`config.mk`:
```
export PLATFORM = sky130hd
export DESIGN_NAME = qtile_cell
export DESIGN_NICKNAME = d
export VERILOG_FILES = /design/src/sv/qtile_pkg.sv /design/src/sv/qtile_cell.sv
export SDC_FILE = /design/constraint.sdc
export NUM_CORES = 1
export LEC_CHECK = 0
export BUFFER_PORTS_ARGS = -buffer_cell sky130_fd_sc_hd__buf_4
export CAP_MARGIN = 40
export CORE_AREA = 5 5 127 129
export DETAILED_ROUTE_END_ITERATION = 6
export DIE_AREA = 0 0 132 134
export GPL_TIMING_DRIVEN = 1
export PLACE_DENSITY = 0.67
export SLEW_MARGIN = 20
export SYNTH_ARGS = -nofsm -noshare
export SYNTH_HDL_FRONTEND = slang
export SYNTH_SLANG_ARGS = --single-unit
```
`constraint.sdc`:
```
create_clock -name clock -period 1.8 [get_ports clock]
set_input_delay 0.09 -clock clock [delete_from_list [all_inputs] [get_ports clock]]
set_output_delay 0.09 -clock clock [all_outputs]
set_load 0.02 [all_outputs]
```
`src/sv/qtile_pkg.sv`:
```
// Shared types, constants and helpers for the quadtile encoder.
// No dependencies; used by qtile_cell and quadtile_encode_bbox_neighbor.
package qtile_pkg;

   localparam int ADDR_BITS = 27;
   localparam int MIN_DEPTH = 12;
   localparam int COORD_W   = 33;
   localparam int DEPTH_W   = 5;

   localparam int DEF_MAX_LAT = 90000000;
   localparam int DEF_MAX_LON = 180000000;

   // request codes
   localparam logic [1:0] REQ_ENCODE   = 2'd0;
   localparam logic [1:0] REQ_DECODE   = 2'd1;
   localparam logic [1:0] REQ_NEIGHBOR = 2'd2;

   typedef logic signed [COORD_W-1:0] coord_type;

   // one beat travelling down the level chain
   typedef struct packed {
      logic                 enc;
      coord_type            lat;
      coord_type            lon;
      coord_type            west;
      coord_type            south;
      logic [ADDR_BITS-1:0] addr;
      logic [DEPTH_W-1:0]   depth;
   } qt_token_type;

   typedef enum logic [1:0] {
      ST_IDLE,
      ST_PASS1,
      ST_PASS2,
      ST_FIN
   } state_type;

   // grid step of a tile: the edge span halved per shift
   function automatic coord_type grid_of(input coord_type maxv, input logic [DEPTH_W-1:0] sh);
      return maxv >>> sh;
   endfunction

   // latitude step per direction (se,s,sw,e,w,ne,n,nw)
   function automatic logic signed [1:0] dir_lat(input logic [2:0] d);
      logic signed [1:0] r;
      unique case (d)
         3'd0, 3'd1, 3'd2: r = -2'sd1;
         3'd3, 3'd4:       r = 2'sd0;
         default:          r = 2'sd1;
      endcase
      return r;
   endfunction

   // longitude step per direction
   function automatic logic signed [1:0] dir_lon(input logic [2:0] d);
      logic signed [1:0] r;
      unique case (d)
         3'd0, 3'd3, 3'd5: r = 2'sd1;
         3'd1, 3'd6:       r = 2'sd0;
         default:          r = -2'sd1;
      endcase
      return r;
   endfunction

   // add, subtract or skip a grid step
   function automatic coord_type apply_step(input coord_type base, input coord_type g,
                                            input logic signed [1:0] st);
      coord_type r;
      if (st == 2'sd1) begin
         r = base + g;
      end else if (st == -2'sd1) begin
         r = base - g;
      end else begin
         r = base;
      end
      return r;
   endfunction

endpackage

```
`src/sv/qtile_cell.sv`:
```
// One level of the quadtile address chain: encodes or decodes one address bit.
// Depends on qtile_pkg.
module qtile_cell
   import qtile_pkg::*;
#(
   parameter int LEVEL   = 0,
   parameter int MAX_LAT = DEF_MAX_LAT,
   parameter int MAX_LON = DEF_MAX_LON
) (
   input  logic         clock,
   input  logic         reset,
   input  logic         in_valid,
   input  qt_token_type in_tok,
   output logic         out_valid,
   output qt_token_type out_tok
);

   localparam int        BIT_POS = ADDR_BITS - 1 - LEVEL;
   localparam bit        IS_LAT  = (LEVEL % 2) == 1;
   localparam coord_type MAXV    = IS_LAT ? coord_type'(MAX_LAT) : coord_type'(MAX_LON);
   localparam coord_type HALF    = MAXV >>> (LEVEL / 2);
   localparam coord_type THRESH  = MAXV - HALF;

   logic         valid_ff;
   qt_token_type tok_ff;
   qt_token_type tok_in;

   // work out this level's bit and move the box corner
   always_comb begin
      logic      active;
      logic      bit_val;
      coord_type coord;
      active  = LEVEL < int'(in_tok.depth);
      tok_in  = in_tok;
      coord   = IS_LAT ? in_tok.lat : in_tok.lon;
      if (in_tok.enc) begin
         bit_val = coord >= THRESH;
      end else begin
         bit_val = in_tok.addr[BIT_POS];
      end
      if (active) begin
         if (in_tok.enc) begin
            tok_in.addr[BIT_POS] = bit_val;
            if (!bit_val) begin
               if (IS_LAT) begin
                  tok_in.lat = in_tok.lat + HALF;
               end else begin
                  tok_in.lon = in_tok.lon + HALF;
               end
            end
         end
         if (bit_val) begin
            if (IS_LAT) begin
               tok_in.south = in_tok.south + HALF;
            end else begin
               tok_in.west = in_tok.west + HALF;
            end
         end
      end
   end

   // hand the beat to the next level
   always_ff @(posedge clock) begin
      if (reset) begin
         valid_ff <= 1'b0;
      end else begin
         valid_ff <= in_valid;
      end
      tok_ff <= tok_in;
   end

   assign out_valid = valid_ff;
   assign out_tok   = tok_ff;

endmodule

```
==> impl_metrics.ini, run 1 <==
[critical_path]
start_kind = input port
cp.arrival_ns = 2.08
crit_fanout = 9
critical_path_class = in -> reg
critPathRequiredTime_ns = 2.16
startpoint = in_tok[130]
worst_setup_path_end_kind = flip-flop

[synthesis]
netlist_instances = 400
synth.ff_latch_count = 166
synth_edf_count = 0
ys_warn_count = 0
avgSynthCellArea_um2 = 12.15
synth_fp_nets = 570
async_flop_share_pct = 0
syn-cell-area_mm2 = 0.004858
synth.distinct_cells = 52
synthFlopType = dfxtp_1
yosysSeqAreaShare_pct = 68.40

[clock_tree]
root_buffer = clkbuf_16
cts_tree = yes
htreeDepth = 4
clk_pin_slew_worst_paths_ns = 0.06
numCtsBuffers = 17
cts.sink_count = 166
cts.path.max_buffers = 2

[die]
rows = 45
core_area_mm2 = 0.01492
die_h_um = 134
dieWidth_um = 132
dieArea_mm2 = 0.01769
ioPinCount = 334
initial_utilization_pct = 32.56

[routing]
firstDrtPassIters = 5
wl_per_cell_um = 18.89
post-route-drc-count = 0
viasPerCell = 4.574
dr_total_vias = 5118
drtAntennaViolNets = 0
drt-initial-drc-count = 183
routed_wl_um = 21130

[sta]
hold-worst-slack_ns = 0.01883
min_period_over_period_pct = 96.00
setup_violations = 0
tns_ns = 0
finalCriticalPeriod_ns = 1.728
hold_viol = 0
tightest_slew_ns = 0.6374
max_freq_mhz = 578.7
max_slew_margin_pct = 57.35
final_max_slew_viol_count = 0
rsz0062_at_grt = false
setup_ws_ns = 0.07195

[final_layout]
fin_cells = 1119
post-route-util_pct = 66.39
regArea_mm2 = 0.003323
final_nets = 1087
num-fill-cells = 1032
final_common_cell = buf_4
areaGrowthSynthToFinish_pct = 103.9
multi_input_area_mm2 = 0.001508
mostFrequentLayoutCells = buf_4, dfxtp_1, dlygate4sd3_1, xnor2_1, nand2_1
drive_gt1_share_pct = 42.04
finish.instance_area_mm2 = 0.009906

[power_and_ir_drop]
power.density_mw_per_mm2 = 953.6
ir_drop_v = 0.0006219
power.total_mw = 9.447
leakage_nw = 4.574

[place]
dp_slack_ns = 0.008781
place_area_mm2 = 0.007606
place_inst = 921
post-dp-hpwl_um = 13780
place.gp.congestion = 0.8934
io_buffers = 333

[global_route]
overflow = 0
grt_use_total_pct = 22.78
grt_max_degree = 20
grt_pass1_vias = 5341
grt_pass1_wl_um = 31440
grt_antenna_before_repair = 0

[job]
max_cap_violations = 0

[run_status]
status = finished, final reports clean

[hold_path]
hp-start = in_tok[0]
min_path_type = in -> reg
worstHoldPathCells = 2
==> timing repair <==
action	4_1_cts	5_1_grt
hold buffers	164	1
endpoints found under the hold margin	164	1
gates resized for setup	0	17
setup buffers	0	1
endpoints found under the setup margin	0	26
==> worst max-delay path: stages <==
cell and delay (ns):
dlygate4sd3_1 0.53, buf_4 0.15, inv_1 0.10, mux2i_2 0.16, or3_4 0.44, or4_4 0.52
nand3_1 0.10
==> synthesized netlist by cell type, types with 2 or more instances <==
library cell  number  area, µm²
nor4_1             3      18.77
nand2b_1           5      31.28
o311ai_0           6      52.55
mux2i_1            5      50.05
o21ai_0           13      65.06
o21a_1             2      15.01
a311oi_1           2      17.52
clkbuf_1           2      7.510
a21boi_0           2      15.01
xor2_1            15      131.4
or4_1              3      22.52
o211ai_1           3      22.52
nor3_1             3      15.01
ha_1               2      25.02
inv_1             11      41.29
a211oi_1           5      37.54
a21o_1             3      22.52
nand3_1           10      50.05
a31oi_1            5      31.28
nand2_1           23      86.33
xnor2_1           24      210.2
buf_6              2      22.52
o22ai_1            2      12.51
nand3b_1           4      30.03
a21oi_1           10      50.05
or2_2              6      37.54
a221oi_1           4      35.03
o221ai_1           2      17.52
dfxtp_1          166       3323
nor2_1            23      86.33
nand4_1            4      25.02
or3_1              5      31.28
nor2b_1            5      31.28
nor4b_1            2      17.52
==> worst paths after layout <==
kind | end | slack (ns)
worst max-delay path | out_tok[96] | 0.07
worst min-delay path | out_tok[0] | 0.02
==> where the power goes <==
part           switching [mW]  leakage [nW]  internal [mW]
logic                   0.878          2.89          0.942
registers              0.0903          1.40           3.94
clock network            1.62         0.282           1.97
total                    2.59          4.57           6.86
==> per-layer routing <==
layer | track usage (%) | share of wire, %
met1 | 25.22 | 38
met2 | 41.35 | 53
met3 | 5.176 | 5.7
met4 | 10.51 | 3.7
met5 | 0 | 0
==> cell families after synthesis <==
family / share of synthesized area (%)
AO/OA/AOI/OAI: 9.709
XOR/XNOR: 7.031
adder cells (fa/ha/maj): 0.5150
buffers and inverters: 1.623
flip-flops: 68.40
multiplexers: 1.030
AND/OR/NAND/NOR: 11.69
==> layout make-up <==
type	instances	area share, %
Timing Repair Buffer	503	42.48
Antenna cell	1	0.02526
Clock inverter	14	1.604
Clock buffer	18	4.332
Tap cell	188	2.375
Inverter	11	0.4168
Multi-Input combinational cell	218	15.22
Sequential cell	166	33.55
==> flip-flops by register name, summed over array words and instances (netlist names) <==
register,count
out_valid,1
out_tok,165
(Power assumes the default switching activity.)
==> inputs of run 2 (changes only) <==
Settings changed: GPL_ROUTABILITY_DRIVEN set to 0, PLACE_DENSITY 0.67 to 0.73.
==> run 2 against run 1 <==
Flip-flop and latch count unchanged; clock power fell by 1%; via count up 0.84%; maximum frequency decreased by 1.9%; core utilization fell by 0.27 points; critical endpoint is now out_tok[127].
==> impl_metrics.ini, run 2 (synthesis gave the netlist of run 1 again) <==
[run_status]
status = finished, final reports clean

[final_layout]
areaGrowthSynthToFinish_pct = 103.1
final_common_cell = buf_4
mostFrequentLayoutCells = buf_4, dfxtp_1, dlygate4sd3_1, xnor2_1, nand2_1
num-fill-cells = 1057
final_nets = 1084
fin_cells = 1115
post-route-util_pct = 66.12
largest_reg_flops = 165
antenna_cells = 0
drive_gt1_share_pct = 42.29

[clock_tree]
clk_pin_slew_worst_paths_ns = 0.07
htreeDepth = 4
post_cts_buffers = 0
cts.path.max_buffers = 2
numCtsBuffers = 17
cts.sink_count = 166
root_buffer = clkbuf_16
cts_tree = yes

[global_route]
use_met2_pct = 42.00
grt_use_total_pct = 23.82
grt_max_degree = 20
grt_pass1_wl_um = 32570
grt_antenna_before_repair = 1
overflow = 0
grt.busiest_layer = met2
grt_pass1_vias = 5348
met3_usage_pct = 5.889
grt_use_met1_pct = 27.29

[power_and_ir_drop]
power.total_mw = 9.410
ir_drop_v = 0.0007139
power.density_mw_per_mm2 = 953.8
leakage_nw = 4.553

[place]
post-dp-hpwl_um = 14040
place_inst = 921
io_buffers = 333

[critical_path]
crit_fanout = 7
crit_slowest_cell = dlygate4sd3_1
cp.arrival_ns = 2.06
path_buf_inv = 2
critPathRequiredTime_ns = 2.10
max_stage_delay_ns = 0.55
crit_chain = dlygate4sd3_1 > buf_4 > or3_1 > o311ai_1 > a211oi_1 > xor2_1
start_kind = input port
startpoint = in_tok[119]
critical_path_class = in -> reg
cp_top_family = buffers and inverters
worst_setup_path_end_kind = flip-flop

[die]
rows = 45
initial_utilization_pct = 32.56
die_h_um = 134
dieArea_mm2 = 0.01769
dieWidth_um = 132
ioPinCount = 334
core_area_mm2 = 0.01492

[sta]
hold-worst-slack_ns = 0.01659
max_freq_mhz = 567.8
final_max_slew_viol_count = 0
rsz0062_at_grt = true
setup_violations = 0
min_period_over_period_pct = 97.85
tightest_slew_ns = 0.4921
max_slew_margin_pct = 66.55
hold_viol = 0
finalCriticalPeriod_ns = 1.761

[routing]
post-route-drc-count = 0
viasPerCell = 4.629
drt-initial-drc-count = 240
wl_per_cell_um = 19.39
drtAntennaViolNets = 0
dr_total_vias = 5161
routed_wl_um = 21620
firstDrtPassIters = 5

[hold_path]
hp-start = in_tok[74]
min_path_type = in -> reg

[job]
max_cap_violations = 0
-- run 2: final cells by class --
type                    count  area (µm²)  area share [%]
repair buffers            500        4172           42.28
flip-flops and latches    166        3323           33.68
multi-input cells         218        1520           15.41
clock buffers              20       456.7           4.629
well taps                 188       235.2           2.384
clock inverters            12       117.6           1.192
inverters                  11       41.29          0.4185
-- run 2: path summary, 6_finish.rpt --
check | end | slack, ns | cells after the start
setup / recovery | out_tok[127] | 0.04 | 6
hold / removal | out_tok[74] | 0.02 | 4
-- run 2: where the power goes --
group	total (mW)	internal [mW]	switching, mW
clock network	3.55	2.00	1.54
registers	4.04	3.94	0.0927
logic	1.83	0.938	0.888
total	9.41	6.88	2.53
-- run 2: what timing repair did --
action	in CTS	in global routing
setup endpoints to repair	0	27
hold buffers	161	1
hold endpoints to repair	161	1
gates resized for setup	0	17
-- run 2: per-layer routing --
layer,share of wire (%),vias to the layer above
met3,6.4,59
met4,3.7,2
li1,-,2418
met5,0.060,-
met1,38,2425
met2,52,257
-- run 2: tightest hold or removal path, delay by kind of cell --
family	cells	cell delay, ns
buffers and inverters	1	0.10
adders and majority gates	1	0.11
and+or+nand+nor	2	0.09
-- run 2: stage by stage --
stage                     instance area (µm²)  setup TNS, ns  setup slack (ns)
after floorplan                          4858              0            0.3131
after global placement                   7606              0           0.09783
after detailed placement                 7606              0           0.05621
after CTS                                9792              0          0.008224
after global routing                     9866       -0.03880          -0.01818
final                                    9866              0           0.03878
==> inputs of run 3 (changes only) <==
Settings changed: ABC_AREA set to 1, CORE_AREA 5 5 127 129 to not set, CORE_MARGIN set to 5, CORE_UTILIZATION set to 33, DIE_AREA 0 0 132 134 to not set, PLACE_DENSITY 0.73 to 0.71.
==> run 3 against run 2 <==
Count of clock-buffer cells in the layout shrank 2; flip-flop and latch count is the same; global-route usage grew 0.49 points; highest routed layer is now met4; synthesized cell count grew 66%; first-iteration DRC count grew 62%; maximum frequency grew 11%; final area grew 7.3%.
==> impl_metrics.ini, run 3 <==
[sta]
min_period_over_period_pct = 87.82
tightest_slew_ns = 0.4197
hold_viol = 0
final_max_slew_viol_count = 0
tns_ns = 0
max_freq_mhz = 632.6
setup_violations = 0
rsz0062_at_grt = false
finalCriticalPeriod_ns = 1.581
max_slew_margin_pct = 71.98

[power_and_ir_drop]
power.density_mw_per_mm2 = 902.8
clkPwrFrac_pct = 37.8
p_int_mw = 6.767
switchingPower_mw = 2.790
p_seq_share_pct = 42.1
switching_share_pct = 29.19
power.total_mw = 9.557
leakage_nw = 5.371
power_frac_comb_pct = 20.1
ir_drop_v = 0.0005981

[die]
rows = 47
ioPinCount = 334
dieArea_mm2 = 0.01966
initial_utilization_pct = 33.74
core_area_mm2 = 0.01658
die_h_um = 140.2
dieWidth_um = 140.2

[clock_tree]
cts.sink_count = 166
numCtsBuffers = 17
cts_tree = yes
htreeDepth = 4
clk_pin_slew_worst_paths_ns = 0.06
cts.path.max_buffers = 2
root_buffer = clkbuf_16

[synthesis]
async_flop_share_pct = 0
yosysTopAreaCell = dfxtp_1
post-synth-top-count-cell = nand2_1
synth.ff_latch_count = 166
yosysSeqAreaShare_pct = 59.39
ys_warn_count = 0
synth_top_area_share_pct = 59.39
synth_common_cells = nand2_1, dfxtp_1, inv_1
netlist_instances = 664
avgSynthCellArea_um2 = 8.427
synth.distinct_cells = 26
yosys-top-cells-area = dfxtp_1, nand2_1, inv_1
synth_edf_count = 0
synthFlopType = dfxtp_1
synth_fp_nets = 834
syn-cell-area_mm2 = 0.005595

[routing]
firstDrtPassIters = 5
viasPerCell = 4.484
dr_total_vias = 6314
wl_per_cell_um = 17.49
post-route-drc-count = 0
drtAntennaViolNets = 0
routed_wl_um = 24620
drt-initial-drc-count = 388

[global_route]
grt_max_degree = 23
grt_antenna_before_repair = 0
grt_pass1_wl_um = 37070
grt_use_total_pct = 24.31
overflow = 0
grt_pass1_vias = 6558

[final_layout]
mostFrequentLayoutCells = buf_4, nand2_1, dfxtp_1, dlygate4sd3_1, inv_1
final_nets = 1344
fin_cells = 1408
final_common_cell = buf_4
drive_gt1_share_pct = 34.71
largest_reg_flops = 165
areaGrowthSynthToFinish_pct = 89.18

[place]
post-dp-hpwl_um = 16980
io_buffers = 333
place_inst = 1215

[critical_path]
cp.arrival_ns = 1.89
critPathRequiredTime_ns = 2.11
worst_setup_path_end_kind = flip-flop
crit_fanout = 22
critical_path_class = in -> reg
start_kind = input port

[job]
max_cap_violations = 0

[run_status]
status = finished, final reports clean

[hold_path]
min_path_type = in -> reg
[run 3: changes by cell type after synthesis, moves of 6 or more]
| cell | change |
|---|---|
| o21ai_0 | -6 |
| inv_2 | +12 |
| inv_1 | +71 |
| xor2_1 | +11 |
| xnor2_1 | -21 |
| nand3_1 | +39 |
| nor2_1 | +38 |
| o311ai_0 | -6 |
| or2_2 | -6 |
| nor2_2 | +15 |
| nand2_2 | +7 |
| nand2_1 | +167 |
[run 3: path summary, 6_finish.rpt]
path                        start           end  slack, ns  depth (start not counted)
worst min-delay path  in_tok[126]  out_tok[126]       0.03                          4
worst max-delay path    in_tok[1]   out_tok[88]       0.22                         10
[run 3: timing repair]
action / CTS / global route
resized for setup: 0 / 0
hold endpoints to repair: 159 / 0
buffers inserted: 0 / 0
hold buffers: 160 / 0
[run 3: cell type report]
class	instances	area (µm²)
Antenna cell	1	2.502
Clock buffer	18	439.2
Clock inverter	14	157.7
Fill cell	1315	5998
Inverter	94	352.8
Multi-Input combinational cell	398	1891
Sequential cell	166	3323
Tap cell	220	275.3
Timing Repair Buffer	497	4144
[run 3: power by group through the flow]
stage	clock network, mW	registers [mW]	logic, mW
final	3.62	4.02	1.92
after global routing	3.82	4.04	2.04
after CTS	3.67	4.02	1.89
after detailed placement	0	4.10	1.58
after global placement	0	4.09	1.57
after floorplan	0	4.42	0.359
[run 3: kinds of logic after synthesis]
logic type      Yosys count  share of synthesized area, %
simple gates            334                         25.18
fa+ha+maj                 2                        0.4472
flops                   166                         59.39
compound gates           33                         3.622
xor+xnor                 29                         4.539
buf+inv                 100                         6.820
[run 3: metal layers]
metal	share of wire, %	GRT usage [%]
met4	3.2	8.975
met5	0	0
met1	39	27.86
met2	51	44.63
met3	6.4	4.669
[run 3: stage by stage]
| step | util (%) | worst slack [ns] | cell area [µm²] | hold slack, ns |
|---|---|---|---|---|
| 4_1_cts | 63.81 | 0.2572 | 10580 | 0.007421 |
| 6_report | 63.83 | 0.2193 | 10590 | 0.03250 |
| 3_3_place_gp | 50.56 | 0.4018 | 8384 | 0.1943 |
| 5_1_grt | 63.81 | 0.1028 | 10580 | 0.03295 |
| 3_5_place_dp | 50.56 | 0.3831 | 8384 | 0.1956 |
| 2_1_floorplan | - | 0.7009 | 5595 | 0.1177 |
[run 3: critical path, stage by stage]
cell	delay [ns]
dlygate4sd3_1	0.55
buf_4	0.15
nor3_1	0.19
buf_4	0.16
nand2_1	0.11
nand2_1	0.11
inv_2	0.18
nand3_1	0.16
xor2_1	0.15
inv_1	0.05
